**src/sv/qrs_pkg.sv**
```systemverilog
`timescale 1ns / 1ps
// ----------------------------------------------------------------------------
// Quadratic root solver package
// Shared types, widths and the root saturation function.
// ----------------------------------------------------------------------------
package qrs_pkg;

  localparam int COEF_W  = 16;
  localparam int ROOT_W  = 32;
  localparam int ROOT_FB = 16;
  localparam int DELTA_W = 2 * COEF_W + 2;
  localparam int SQRT_W  = COEF_W + 1;
  localparam int SREM_W  = SQRT_W + 1;
  localparam int SQRT_N  = DELTA_W / 2;
  localparam int NUM_W   = COEF_W + 2;
  localparam int DEN_W   = COEF_W + 1;
  localparam int QUO_W   = DEN_W + ROOT_FB;
  localparam int DIV_N   = QUO_W;
  localparam int LAT     = SQRT_N + DIV_N + 4;

  typedef enum logic [1:0] {
    KIND_LINEAR = 2'd0,
    KIND_NONE   = 2'd1,
    KIND_DOUBLE = 2'd2,
    KIND_TWO    = 2'd3
  } kind_e;

  typedef struct packed {
    logic signed [COEF_W-1:0] coef_a;
    logic signed [COEF_W-1:0] coef_b;
    logic signed [COEF_W-1:0] coef_c;
  } req_t;

  typedef struct packed {
    kind_e                    root_kind;
    logic signed [ROOT_W-1:0] root_plus;
    logic signed [ROOT_W-1:0] root_minus;
    logic                     saturated;
  } rsp_t;

  typedef struct packed {
    kind_e                    kind;
    logic                     a_neg;
    logic signed [COEF_W-1:0] b;
    logic [DEN_W-1:0]         den;
    logic                     neg_p;
    logic                     neg_m;
  } ctx_t;

  typedef struct packed {
    logic              sat;
    logic [ROOT_W-1:0] val;
  } root_t;

  function automatic root_t sat_root(input logic [QUO_W-1:0] q, input logic neg);
    root_t r;
    r.sat = 1'b0;
    if (neg) begin
      if (q > QUO_W'(33'h080000000)) begin
        r.sat = 1'b1;
        r.val = 32'h80000000;
      end else begin
        r.val = ROOT_W'(0) - q[ROOT_W-1:0];
      end
    end else begin
      if (q > QUO_W'(33'h07FFFFFFF)) begin
        r.sat = 1'b1;
        r.val = 32'h7FFFFFFF;
      end else begin
        r.val = q[ROOT_W-1:0];
      end
    end
    return r;
  endfunction

endpackage

```
**src/sv/qrs_sqrt_cell.sv**
```systemverilog
`timescale 1ns / 1ps
// ----------------------------------------------------------------------------
// Square root cell
// Resolves one root bit from two radicand bits per clock, restoring form.
// ----------------------------------------------------------------------------
module qrs_sqrt_cell (
  input  logic                             clk_i,
  input  logic [qrs_pkg::DELTA_W-1:0]      rad_i,
  input  logic [qrs_pkg::SREM_W-1:0]       rem_i,
  input  logic [qrs_pkg::SQRT_W-1:0]       root_i,
  output logic [qrs_pkg::DELTA_W-1:0]      rad_o,
  output logic [qrs_pkg::SREM_W-1:0]       rem_o,
  output logic [qrs_pkg::SQRT_W-1:0]       root_o
);

  logic [qrs_pkg::SREM_W+1:0]  cur;
  logic [qrs_pkg::SREM_W+1:0]  trial;
  logic [qrs_pkg::SREM_W+1:0]  diff;
  logic                        ge;
  logic [qrs_pkg::DELTA_W-1:0] rad_d, rad_q;
  logic [qrs_pkg::SREM_W-1:0]  rem_d, rem_q;
  logic [qrs_pkg::SQRT_W-1:0]  root_d, root_q;

  always_comb begin
    cur    = {rem_i, rad_i[qrs_pkg::DELTA_W-1 -: 2]};
    trial  = {1'b0, root_i, 2'b01};
    diff   = cur - trial;
    ge     = cur >= trial;
    rem_d  = ge ? diff[qrs_pkg::SREM_W-1:0] : cur[qrs_pkg::SREM_W-1:0];
    root_d = {root_i[qrs_pkg::SQRT_W-2:0], ge};
    rad_d  = {rad_i[qrs_pkg::DELTA_W-3:0], 2'b00};
  end

  always_ff @(posedge clk_i) begin
    rad_q  <= rad_d;
    rem_q  <= rem_d;
    root_q <= root_d;
  end

  assign rad_o  = rad_q;
  assign rem_o  = rem_q;
  assign root_o = root_q;

endmodule

```
**config.mk**
```make
export PLATFORM = sky130hd
export DESIGN_NAME = qrs_sqrt_cell
export DESIGN_NICKNAME = d
export VERILOG_FILES = /design/src/sv/qrs_pkg.sv /design/src/sv/qrs_sqrt_cell.sv
export SDC_FILE = /design/constraint.sdc
export NUM_CORES = 1
export LEC_CHECK = 0
export ABC_AREA = 1
export BUFFER_PORTS_ARGS = -buffer_cell sky130_fd_sc_hd__buf_2
export CAP_MARGIN = 20
export CORE_MARGIN = 1.5
export CORE_UTILIZATION = 45
export DETAILED_ROUTE_END_ITERATION = 16
export PLACE_DENSITY = 0.76
export SLEW_MARGIN = 20
export SYNTH_ARGS = -nofsm -noshare
export SYNTH_HDL_FRONTEND = slang
export SYNTH_SLANG_ARGS = --single-unit
```
**constraint.sdc**
```tcl
create_clock -name clk_i -period 1.8 [get_ports clk_i]
set_clock_uncertainty 0.1 [all_clocks]
set_input_delay 0.27 -clock clk_i [delete_from_list [all_inputs] [get_ports clk_i]]
set_output_delay 0.27 -clock clk_i [all_outputs]
set_load 0.1 [all_outputs]
```
## Word level (Yosys, flattened, before mapping)

Index checks and enable logic that the tools add are counted.

- Bits in registers: 67
- Input bits: 70
- Logic and storage cells: 6

- Add/subtract/negate cells: 1
- Magnitude comparators: 1
- Multiplexer cells: 1

Operators by type and width:

| kind | number |
|---|---|
| $ge 20x19->1 | 1 |
| $mux 18 | 1 |
| $sub 18x18->18 | 1 |

## Logic depth before layout (Yosys ltp)

- Depth in word-level cells: 2
- Mapped depth: 14
- Depth with buffers taken out: 13

## Worst setup path after synthesis

No wires, ideal clock.

- Kind: input port to flip-flop
- From: in root_i[7] (netlist name)
- To: reg rem_q (netlist bit rem_o[15])
- Arrival: 1459 ps
- Data required time: 1587 ps
- Path slack: 128 ps
- Cell stages on the path: 14
- Path buffers: 1
- Cells stage by stage: inv_1 > ha_1 > nand2_1 > inv_2 > nand2_1 > nor2_1 > nand2_1 > nand3b_4 > nand2_2 > nand2_4 > inv_4 > buf_6 > nand2_1 > nand2_1

- Cells in the longest elaborated chain, start to end: 2

RTL lines:

| what | RTL line | text |
|---|---|---|
| start, declared | qrs_sqrt_cell.sv:10 | `input logic [qrs_pkg::SQRT_W-1:0] root_i,` |
| $sub 18x18->18 / $ge 20x19->1 (equally long branches) | qrs_sqrt_cell.sv:27, qrs_sqrt_cell.sv:28 |  |
| $mux 18 * | qrs_sqrt_cell.sv:29 | `rem_d = ge ? diff[qrs_pkg::SREM_W-1:0] : cur[qrs_pkg::SREM_W-1:0];` |
| net rem_d (one bit) | qrs_sqrt_cell.sv:21 | `logic [qrs_pkg::SREM_W-1:0] rem_d, rem_q;` |
| end signal, assigned | qrs_sqrt_cell.sv:36 | `rem_q <= rem_d;` |
| end, declared | qrs_sqrt_cell.sv:21 |  |

The timed path passes the listed nets; every way through them passes the cells marked *.

## Worst setup path in the final report

- From: in root_i[7] (netlist name)
- To: reg rem_q (netlist bit rem_o[9])

Same word-level chain as after synthesis.

==> results.md <==
* Ys Warns at 0
* Final max-slew violation count at 0
* Crit path DAT at ~1.8 ns
* Status: complete, no violations
* Worst Hold End: rem_o[2]
* Final WL at 8.17 mm
* Fin area at 4400 um^2
* Root Driver: clkbuf_8
* Fmax at 633 MHz
* Cell Rows at 28
* Die Wd at 81.4 um
* Vias in the first global route at around 2900
* Worst Setup End Kind: register
* Worst hold margin at 0.0363 ns
* Pwr/cell area at 1150 nW/um^2
* Die area at 6620 um^2
* RSZ-0062 raised after global routing: false
* Fin crit share at 87.8%
* I/O pins at 139
* Tot Pwr at 5.06 mW
* Origin of the worst min-delay path: rem_i[0]
* Die height at 81.4 um
* Initial Utilization at 46.7%
* Max clock buf depth at 2
* Dpl cell area at 3680 um^2
* Layout cells sized above 1 at 32.1%
* CTS tree: built
* Rel. slew slack at 65.2%
* VDD IR max at roughly 0.00071 V
* Clock Pin Slew Worst Setup and Hold Paths at 0.08 ns
* Yosys top cell area share at a little under 50%
* Worst setup path class: in -> reg
* Most frequent CP cell: nand2_1
* Routed wire length per instance at 12.7 um
* TNS Setup at 0 ns
* Initial antenna violation count at 0
* Post-CTS Setup Repair Bufs at 0
* Slew @ Worst Pin at between 0.5 and 0.6 ns
* Sequential share of the synthesized area at 48.6%
* Largest net degree at the start of global routing at 17
* First-pass GRT wire length at 12.5 mm
* Antenna-violating nets left at 0
* Post-synth top flop: dfxtp_1
* Slowest Stage Delay on Critical Path at roughly 0.36 ns
* Placed cells at slightly below 600
* Antenna cells at 0
* Most frequent cells in the layout: buf_2 (136), nand2_1 (125), dfxtp_1 (67)
* Met1 Usage GRT at 25.5%
* Initial DRC count at 134
* PnR worst setup slack at roughly 0.22 ns
* Max FO, Critical Path at 6
* Yosys reg bits at 67
* Core area at slightly below 6000 um^2
* Post-synth EDFFs at 0
* CP Cell Sequence: buf_2 -> inv_1 -> ha_1 -> nand2_1 -> inv_2 -> nand2_1 -> nor2_1 -> nand2_1 -> nand3b_4 -> nand2_2 -> nand2_4 -> buf_4 -> nand2_1 -> nand2_1
* Cts repair resizes at 0
* Total CTS buffers at 9
* Mapped Cells at 351
* Endpoints failing hold at 0
* DRC Markers at 0
* Dominant cell type by area after synthesis: dfxtp_1
* Largest cells by area after synthesis: dfxtp_1 (49%), nand2_1 (17%), ha_1 (8.6%)
* Core Util, Final at approximately 74%
* MaxCap Viol Count at 0
* HP Class: in -> reg
* Post-detail-place hpwl at between 5 and 6 mm
* Met2 GRT Util at 47.5%
* Post-Syn Area per Cell at 7.87 um^2
* Min-Delay Path Depth at 3
* Yosys cell types at 24
* Asr flop ratio synth at 0%
* Overflow after GRT at 0
* I/O Buffers at 136
* RePlAce Congestion at between 0.8 and 0.9
* Pre-CTS setup slack at -0.116 ns
* Post-Syn Area at 2760 um^2
* M3 GR Usage at 6.97%
* Area Growth Syn to Fin at 59.3%
* Total Routing Usage GR at about a quarter
* GRT busiest layer: met2
* Startpoint types: input port
* Htree depth at 3
* Static leakage at 2.46 nW
* Drt pass-1 iters at 5
* Final instance count without filler cells at 645
* Commonest non-fill, non-tap cell in the layout: buf_2
* Via density at 4.56
* # fillers at 460
* CP max-delay cell: ha_1
* Final Setup Violations at 0
* Tmin final at 1.58 ns
* # clock sinks at between 60 and 70
* CP Data Required Time at 1.98 ns
* Fin nets at about 650
* Via count at 2943
-- sequential cells by signal, summed over array words and instances, names as in the netlist --
| name | count |
|---|---|
| rem_o | 18 |
| root_o | 17 |
| rad_o | 32 |
-- worst max-delay path: cells and delay by family --
family	cells	cell delay (ns)
and+or+nand+nor	9	0.76
buffers and inverters	4	0.37
adders and majority gates	1	0.36
-- metal layers --
layer / up-vias / share of wire [%]
li1: 1494 / -
met1: 1307 / 39
met2: 121 / 50
met3: 21 / 7.6
met4: 0 / 3.2
met5: - / 0
-- cell usage after synthesis (2+ instances only) --
master    number
inv_1         52
dfxtp_1       67
nand2_1      125
buf_6          2
nand2_2        2
inv_2          2
ha_1          19
nand3_1       18
xor2_1         8
a21oi_1       14
nand3b_1       5
o21ai_0        4
buf_4          3
nor2_1        20
-- power breakdown --
| part | total [mW] | internal, mW | switching (mW) |
|---|---|---|---|
| Clock | 1.51 | 0.923 | 0.589 |
| Combinational | 1.89 | 0.442 | 1.45 |
| Sequential | 1.66 | 1.62 | 0.0349 |
| Total | 5.06 | 2.99 | 2.07 |
-- cell families (layout without fill, tap and decap cells) --
| family | count (synthesis) | after routing | share of synthesized area (%) |
|---|---|---|---|
| AOI/OAI and AO/OA | 20 | 20 | 3.71 |
| xor gates and xnor gates | 10 | 10 | 3.44 |
| and+or+nand+nor | 174 | 174 | 26.4 |
| adders and majority gates | 19 | 19 | 8.61 |
| buffers and inverters | 60 | 278 | 9.19 |
| DFF | 67 | 67 | 48.6 |
| other | 1 | 2 | 0.136 |
-- area by class of cell --
| class | count | area [um^2] | share of cell area [%] |
|---|---|---|---|
| Clock buffer | 10 | 128 | 2.90 |
| Clock inverter | 6 | 111 | 2.53 |
| Inverter | 55 | 209 | 4.75 |
| Multi-Input combinational cell | 225 | 1170 | 26.6 |
| Sequential cell | 67 | 1340 | 30.5 |
| Tap cell | 75 | 93.8 | 2.13 |
| Timing Repair Buffer | 207 | 1350 | 30.6 |
-- timing repair --
item,4_1_cts,5_1_grt
setup endpoints to repair,0,0
hold buffers,48,0
endpoints found under the hold margin,48,0
-- worst max path at each step --
stage / start / end / slack [ns]
detailed placement: root_i[7] / rem_o[6] / -0.12
finish: root_i[7] / rem_o[9] / 0.22
floorplan: root_i[7] / rem_o[15] / 0.13
CTS: root_i[7] / rem_o[10] / 0.25
global placement: root_i[7] / rem_o[11] / -0.09
global route: root_i[5] / rem_o[10] / 0.006
No activity file was read; power rests on OpenSTA's default activity.
