## config.mk

```make
export PLATFORM = sky130hd
export DESIGN_NAME = qrs_div_cell
export DESIGN_NICKNAME = d
export VERILOG_FILES = /design/src/sv/qrs_pkg.sv /design/src/sv/qrs_div_cell.sv
export SDC_FILE = /design/constraint.sdc
export NUM_CORES = 1
export LEC_CHECK = 0
export ABC_CLOCK_PERIOD_IN_PS = 8000
export BUFFER_PORTS_ARGS = -buffer_cell sky130_fd_sc_hd__buf_2
export CELL_PAD_IN_SITES_DETAIL_PLACEMENT = 1
export CELL_PAD_IN_SITES_GLOBAL_PLACEMENT = 1
export CORE_MARGIN = 10
export CORE_UTILIZATION = 35
export CTS_CLUSTER_DIAMETER = 30
export DETAILED_ROUTE_END_ITERATION = 12
export GPL_TIMING_DRIVEN = 0
export PLACE_DENSITY_LB_ADDON = 0.1
export REMOVE_ABC_BUFFERS = 1
export SYNTH_ARGS = -nofsm -noshare
export SYNTH_HDL_FRONTEND = slang
export SYNTH_SLANG_ARGS = --single-unit
```

## constraint.sdc

```tcl
create_clock -name clk_i -period 8 [get_ports clk_i]
set_clock_uncertainty 0.2 [all_clocks]
set_input_delay 1.6 -clock clk_i [delete_from_list [all_inputs] [get_ports clk_i]]
set_output_delay 1.6 -clock clk_i [all_outputs]
set_load 0.03 [all_outputs]
```

## src/sv/qrs_pkg.sv

```systemverilog
`timescale 1ns / 1ps
// ----------------------------------------------------------------------------
// Quadratic root solver package
// Shared types, widths and the root saturation function.
// ----------------------------------------------------------------------------
package qrs_pkg;

  localparam int COEF_W  = 16;
  localparam int ROOT_W  = 32;
  localparam int ROOT_FB = 16;
  localparam int DELTA_W = 2 * COEF_W + 2;
  localparam int SQRT_W  = COEF_W + 1;
  localparam int SREM_W  = SQRT_W + 1;
  localparam int SQRT_N  = DELTA_W / 2;
  localparam int NUM_W   = COEF_W + 2;
  localparam int DEN_W   = COEF_W + 1;
  localparam int QUO_W   = DEN_W + ROOT_FB;
  localparam int DIV_N   = QUO_W;
  localparam int LAT     = SQRT_N + DIV_N + 4;

  typedef enum logic [1:0] {
    KIND_LINEAR = 2'd0,
    KIND_NONE   = 2'd1,
    KIND_DOUBLE = 2'd2,
    KIND_TWO    = 2'd3
  } kind_e;

  typedef struct packed {
    logic signed [COEF_W-1:0] coef_a;
    logic signed [COEF_W-1:0] coef_b;
    logic signed [COEF_W-1:0] coef_c;
  } req_t;

  typedef struct packed {
    kind_e                    root_kind;
    logic signed [ROOT_W-1:0] root_plus;
    logic signed [ROOT_W-1:0] root_minus;
    logic                     saturated;
  } rsp_t;

  typedef struct packed {
    kind_e                    kind;
    logic                     a_neg;
    logic signed [COEF_W-1:0] b;
    logic [DEN_W-1:0]         den;
    logic                     neg_p;
    logic                     neg_m;
  } ctx_t;

  typedef struct packed {
    logic              sat;
    logic [ROOT_W-1:0] val;
  } root_t;

  function automatic root_t sat_root(input logic [QUO_W-1:0] q, input logic neg);
    root_t r;
    r.sat = 1'b0;
    if (neg) begin
      if (q > QUO_W'(33'h080000000)) begin
        r.sat = 1'b1;
        r.val = 32'h80000000;
      end else begin
        r.val = ROOT_W'(0) - q[ROOT_W-1:0];
      end
    end else begin
      if (q > QUO_W'(33'h07FFFFFFF)) begin
        r.sat = 1'b1;
        r.val = 32'h7FFFFFFF;
      end else begin
        r.val = q[ROOT_W-1:0];
      end
    end
    return r;
  endfunction

endpackage

```

## src/sv/qrs_div_cell.sv

```systemverilog
`timescale 1ns / 1ps
// ----------------------------------------------------------------------------
// Divider cell
// Resolves one quotient bit per clock by restoring long division.
// ----------------------------------------------------------------------------
module qrs_div_cell (
  input  logic                       clk_i,
  input  logic [qrs_pkg::DEN_W-1:0]  den_i,
  input  logic [qrs_pkg::DEN_W-1:0]  rem_i,
  input  logic [qrs_pkg::QUO_W-1:0]  dq_i,
  output logic [qrs_pkg::DEN_W-1:0]  rem_o,
  output logic [qrs_pkg::QUO_W-1:0]  dq_o
);

  logic [qrs_pkg::DEN_W:0]   cur;
  logic [qrs_pkg::DEN_W:0]   diff;
  logic                      ge;
  logic [qrs_pkg::DEN_W-1:0] rem_d, rem_q;
  logic [qrs_pkg::QUO_W-1:0] dq_d, dq_q;

  always_comb begin
    cur   = {rem_i, dq_i[qrs_pkg::QUO_W-1]};
    diff  = cur - {1'b0, den_i};
    ge    = cur >= {1'b0, den_i};
    rem_d = ge ? diff[qrs_pkg::DEN_W-1:0] : cur[qrs_pkg::DEN_W-1:0];
    dq_d  = {dq_i[qrs_pkg::QUO_W-2:0], ge};
  end

  always_ff @(posedge clk_i) begin
    rem_q <= rem_d;
    dq_q  <= dq_d;
  end

  assign rem_o = rem_q;
  assign dq_o  = dq_q;

endmodule

```

# == After elaboration in Yosys (flattened, before gate mapping) ==
# Index checks and enable logic that the tools add are counted.
# word_totals
latch_bits,0
mem_bits_ro,0
elab_cells,5
ff_bits,50
out_inout_bits,50
ramBits,0
memories,0
inputBits,68
# classes
reduce_logical,0
n_lt_le_gt_ge,1
eq_ne,0
shift,0
addsub,1
muxes,1
div_mod_pow,0
bitwise_logic,0
multipliers,0
# op_table
op,n
>= comparator 18 x 17 -> 1 bit,1
2-to-1 mux 17 bit,1
subtractor 17 bit,1

# == Logic depth before layout (Yosys ltp) ==
# depth
word_depth,2
ltp_mapped,12
depth_no_buf,11

# == Worst setup path after synthesis ==
# Ideal clock, no wire load.
# synth_timing
path_kind,in2reg
startpoint,input dq_i[32] (netlist bit)
endpoint,register rem_q (netlist bit rem_o[10])
setup_ps,121
path_buffers,1
required_time_ps,7679
t_arrival_ps,3440
path_slack_ps,4239
cell_stages,12
path_cell_list,inv_1 ha_1 inv_1 fa_1 a21oi_1 or3_4 a21oi_4 o21bai_4 and2_4 buf_12 inv_12 mux2_4
# synth_via
elab_chain_len,2
word_cells_on_any_way,3
classes_between,add/sub (1); order compare (1); mux (1)
# synth_lines
item,line_no,rtl
from (decl),qrs_div_cell.sv:10,"input logic [qrs_pkg::QUO_W-1:0] dq_i,"
>= comparator 18 x 17 -> 1 bit,qrs_div_cell.sv:24,"ge = cur >= {1'b0, den_i};"
net ge,qrs_div_cell.sv:17,logic ge;
2-to-1 mux 17 bit,qrs_div_cell.sv:25,rem_d = ge ? diff[qrs_pkg::DEN_W-1:0] : cur[qrs_pkg::DEN_W-1:0];
"net rem_d, one bit",qrs_div_cell.sv:18,"logic [qrs_pkg::DEN_W-1:0] rem_d, rem_q;"
to (signal assigned),qrs_div_cell.sv:30,rem_q <= rem_d;
to (decl),qrs_div_cell.sv:18,
# The timed path passes the listed nets, and every way through them passes these cells.

# == Worst setup path in the final report ==
# layout_timing
startpoint,input dq_i[32] (netlist bit)
endpoint,register rem_q (netlist bit rem_o[9])
# Same word-level chain as after synthesis.

==> results.yml <==
critical_path:
  required_ps: 8000
  endpoint_kind: "flip-flop"
  crit_top_cell: "inv_1"
  path_cells: "buf_2 > inv_1 > ha_1 > inv_1 > fa_1 > a21oi_1 > or3_4 > a21oi_4 > o21bai_4 > and2_4 > inv_12 > mux2_4"
  critPathLaunchType: "input port"
  cp-startpoint: "dq_i[32]"
  cp_data_arrival_time_ps: 3800
  worstSetupPathType: "input port to flip-flop"
  cp_slowest_stage_delay_ps: 410
  crit_fanout: 10
  cpMaxStageDelayCell: "fa_1"
grt:
  grt_pass1_wl_mm: 10.2
  antenna_found_initial: 0
  grt_overflow: 0
  first_global_vias: 2087
  grt_use_total: 0.127
  grt_max_degree: 19
clock_tree:
  cts_tree: "yes"
  cts.sinks: 50
  ctsResizeCount: 0
  ctsHoldBuffers: 0
  cts_root_buffer: "clkbuf_8"
  cts_setup_buffers: 0
  clk_pin_slew_ps: 100
  cts_buffers: 5
  cts-htree-levels: 2
  clk_path_buf_depth: 2
timing:
  clock.fmax_mhz: 263
  setup_viol: 0
  rsz0062_at_grt: "false"
  fin_crit_sh: 0.475
  whs_ps: 1180
  hold_violations: 0
  setup_ws_ps: 4200
  drv_slew: 0
  worst_slew_pin_slew_ps: 433
  timing.slew.headroom: 0.710
  tns_ps: 0
  period_minus_slack_ps: 3800
drt:
  drt-vias-per-instance: 4.75
  drtAntennaViolNets: 0
  wl_met2_mm: 3.04
  drc_errors: 0
  first_iter_violations: 28
  wl_per_cell_um: 16.0
  dr_wl_met3_um: 468
  first_pass_iters: 4
  highest_layer: "met4"
  wl_met1_mm: 2.83
  drt_wl_total_mm: 6.43
  num_vias: 1903
layout:
  utilization: 0.491
  register_area_um2: 1000
  syn2layout_area_growth_pct: 34.7
  antenna-diode-count: 0
  fill_cells: 715
  final_cell_area_um2: 2940
  multiInputGateArea_um2: 1060
  final_cells: 401
  fin_nets: 411
  drive_gt1_frac: 0.451
power:
  power_uw: 636
  power.density_nw_per_um2: 216
  worst_ir_drop_vdd_mv: 0.0964
  cellLeakagePower_nw: 1.51
  sw_frac_of_total: 0.342
  p_switching_uw: 217
  pwr-share-comb: 0.314
  seqPwrFrac: 0.441
  p_int_uw: 418
  clockPowerShare: 0.244
yosys:
  async_flop_share: 0
  synth-main-ff-cell: "dfxtp_1"
  synthDistinctLibCells: 45
  syn_area_um2: 2180
  ys_ff_latch: 50
  yosys_warnings: 0
  syn_avg_cell_area_um2: 10.8
  ys_seq_area_frac: 0.458
  synth_enable_flop_cells: 0
  synth_cells: 202
floorplan:
  die_h_um: 99.0
  initial_core_util: 0.364
  dieWidth_um: 99.0
  ios: 118
  die-area_um2: 9800
  core-area_um2: 5990
  row_count: 28
worst_hold_path:
  worstHoldStart: "dq_i[9]"
  worstHoldPathCells: 1
  hold_path.class: "input port to flip-flop"
  hold_end: "dq_o[10]"
run:
  cap_violations: 0
place:
  dp.cells: 393
  portBuffers: 117
  gp_congestion: 0.774
  dp_hpwl_mm: 5.46
  placed_cell_area_um2: 2840
  dp_slack_ps: 3860
outcome:
  status: "complete, no violations"
==> synth_stat cells, drive strengths merged, types with 2 or more instances <==
cell type / instances / area, um^2
a21boi: 3 / 22.5
a21o: 3 / 22.5
a21oi: 15 / 90.1
and2: 4 / 27.5
dfxtp: 50 / 1000
ha: 17 / 213
inv: 23 / 98.9
mux2: 10 / 150
nand2: 9 / 33.8
nand2b: 3 / 18.8
nand3: 8 / 45.0
nor2: 6 / 22.5
nor3: 4 / 20.0
o21a: 2 / 15.0
o21ai: 7 / 35.0
o21bai: 3 / 33.8
o2bb2ai: 2 / 17.5
o31ai: 4 / 45.1
xnor2: 8 / 70.1
xor2: 3 / 26.3
==> registers in the layout (all words and copies together), names as in the netlist <==
register	count
rem_o	17
dq_o	33
==> layer usage <==
metal | vias to the layer above | track usage
met3 | 8 | 0.0398
met5 | - | 0
met4 | 0 | 0.0474
met2 | 75 | 0.218
li1 | 954 | -
met1 | 866 | 0.142
==> power by group through the flow <==
stage / clock (mW) / sequential, mW / combinational [mW]
after floorplan: 0 / 0.343 / 0.0836
after global placement: 0 / 0.286 / 0.200
after detailed placement: 0 / 0.287 / 0.203
after CTS: 0.162 / 0.281 / 0.203
after global routing: 0.170 / 0.283 / 0.218
final: 0.155 / 0.280 / 0.200
==> cell usage in the layout (no fill, tap or decap), drive strengths merged <==
cell	instances
buf	117
dfxtp	50
inv	24
ha	17
a21oi	15
mux2	10
nand2	9
xnor2	8
nand3	8
o21ai	7
nor2	6
clkbuf	5
nor3	4
and2	4
o31ai	4
a21o	3
nand2b	3
a21boi	3
xor2	3
o21bai	3
o21a	2
o2bb2ai	2
clkinv	2
and4	1
nand4	1
nand4b	1
nor4	1
a211o	1
or3	1
o221a	1
o221ai	1
a211oi	1
o211ai	1
and3	1
a31o	1
a311oi	1
nor2b	1
mux2i	1
a32o	1
fa	1
==> worst max-delay path: cells and delay by family <==
family | cells | cell delay [ps]
and+or+nand+nor | 2 | 520
muxes | 1 | 300
adders and majority gates | 2 | 550
AOI/OAI and AO/OA | 3 | 560
buffers and inverters | 4 | 270
==> worst max path at each step <==
stage	cells after the start	endpoint	slack [ps]
after floorplan	11	rem_o[10]	4250
after global placement	12	rem_o[5]	3870
after detailed placement	12	rem_o[8]	3860
after CTS	12	rem_o[12]	4190
after global routing	12	rem_o[8]	4050
final	12	rem_o[9]	4200
==> cell type report <==
type	instances	share of cell area
Clock buffer	5	0.0234
Clock inverter	3	0.00979
Inverter	23	0.0336
Multi-Input combinational cell	128	0.362
Sequential cell	50	0.340
Tap cell	75	0.0319
Timing Repair Buffer	117	0.199
==> cell families after synthesis <==
group / share of synthesized area
AO/OA/AOI/OAI: 0.162
XOR/XNOR: 0.0441
adder cells (fa/ha/maj): 0.107
buffers and inverters: 0.0544
flip-flops: 0.458
multiplexers: 0.0734
AND/OR/NAND/NOR: 0.101
Power figures use the tool's default switching activity.
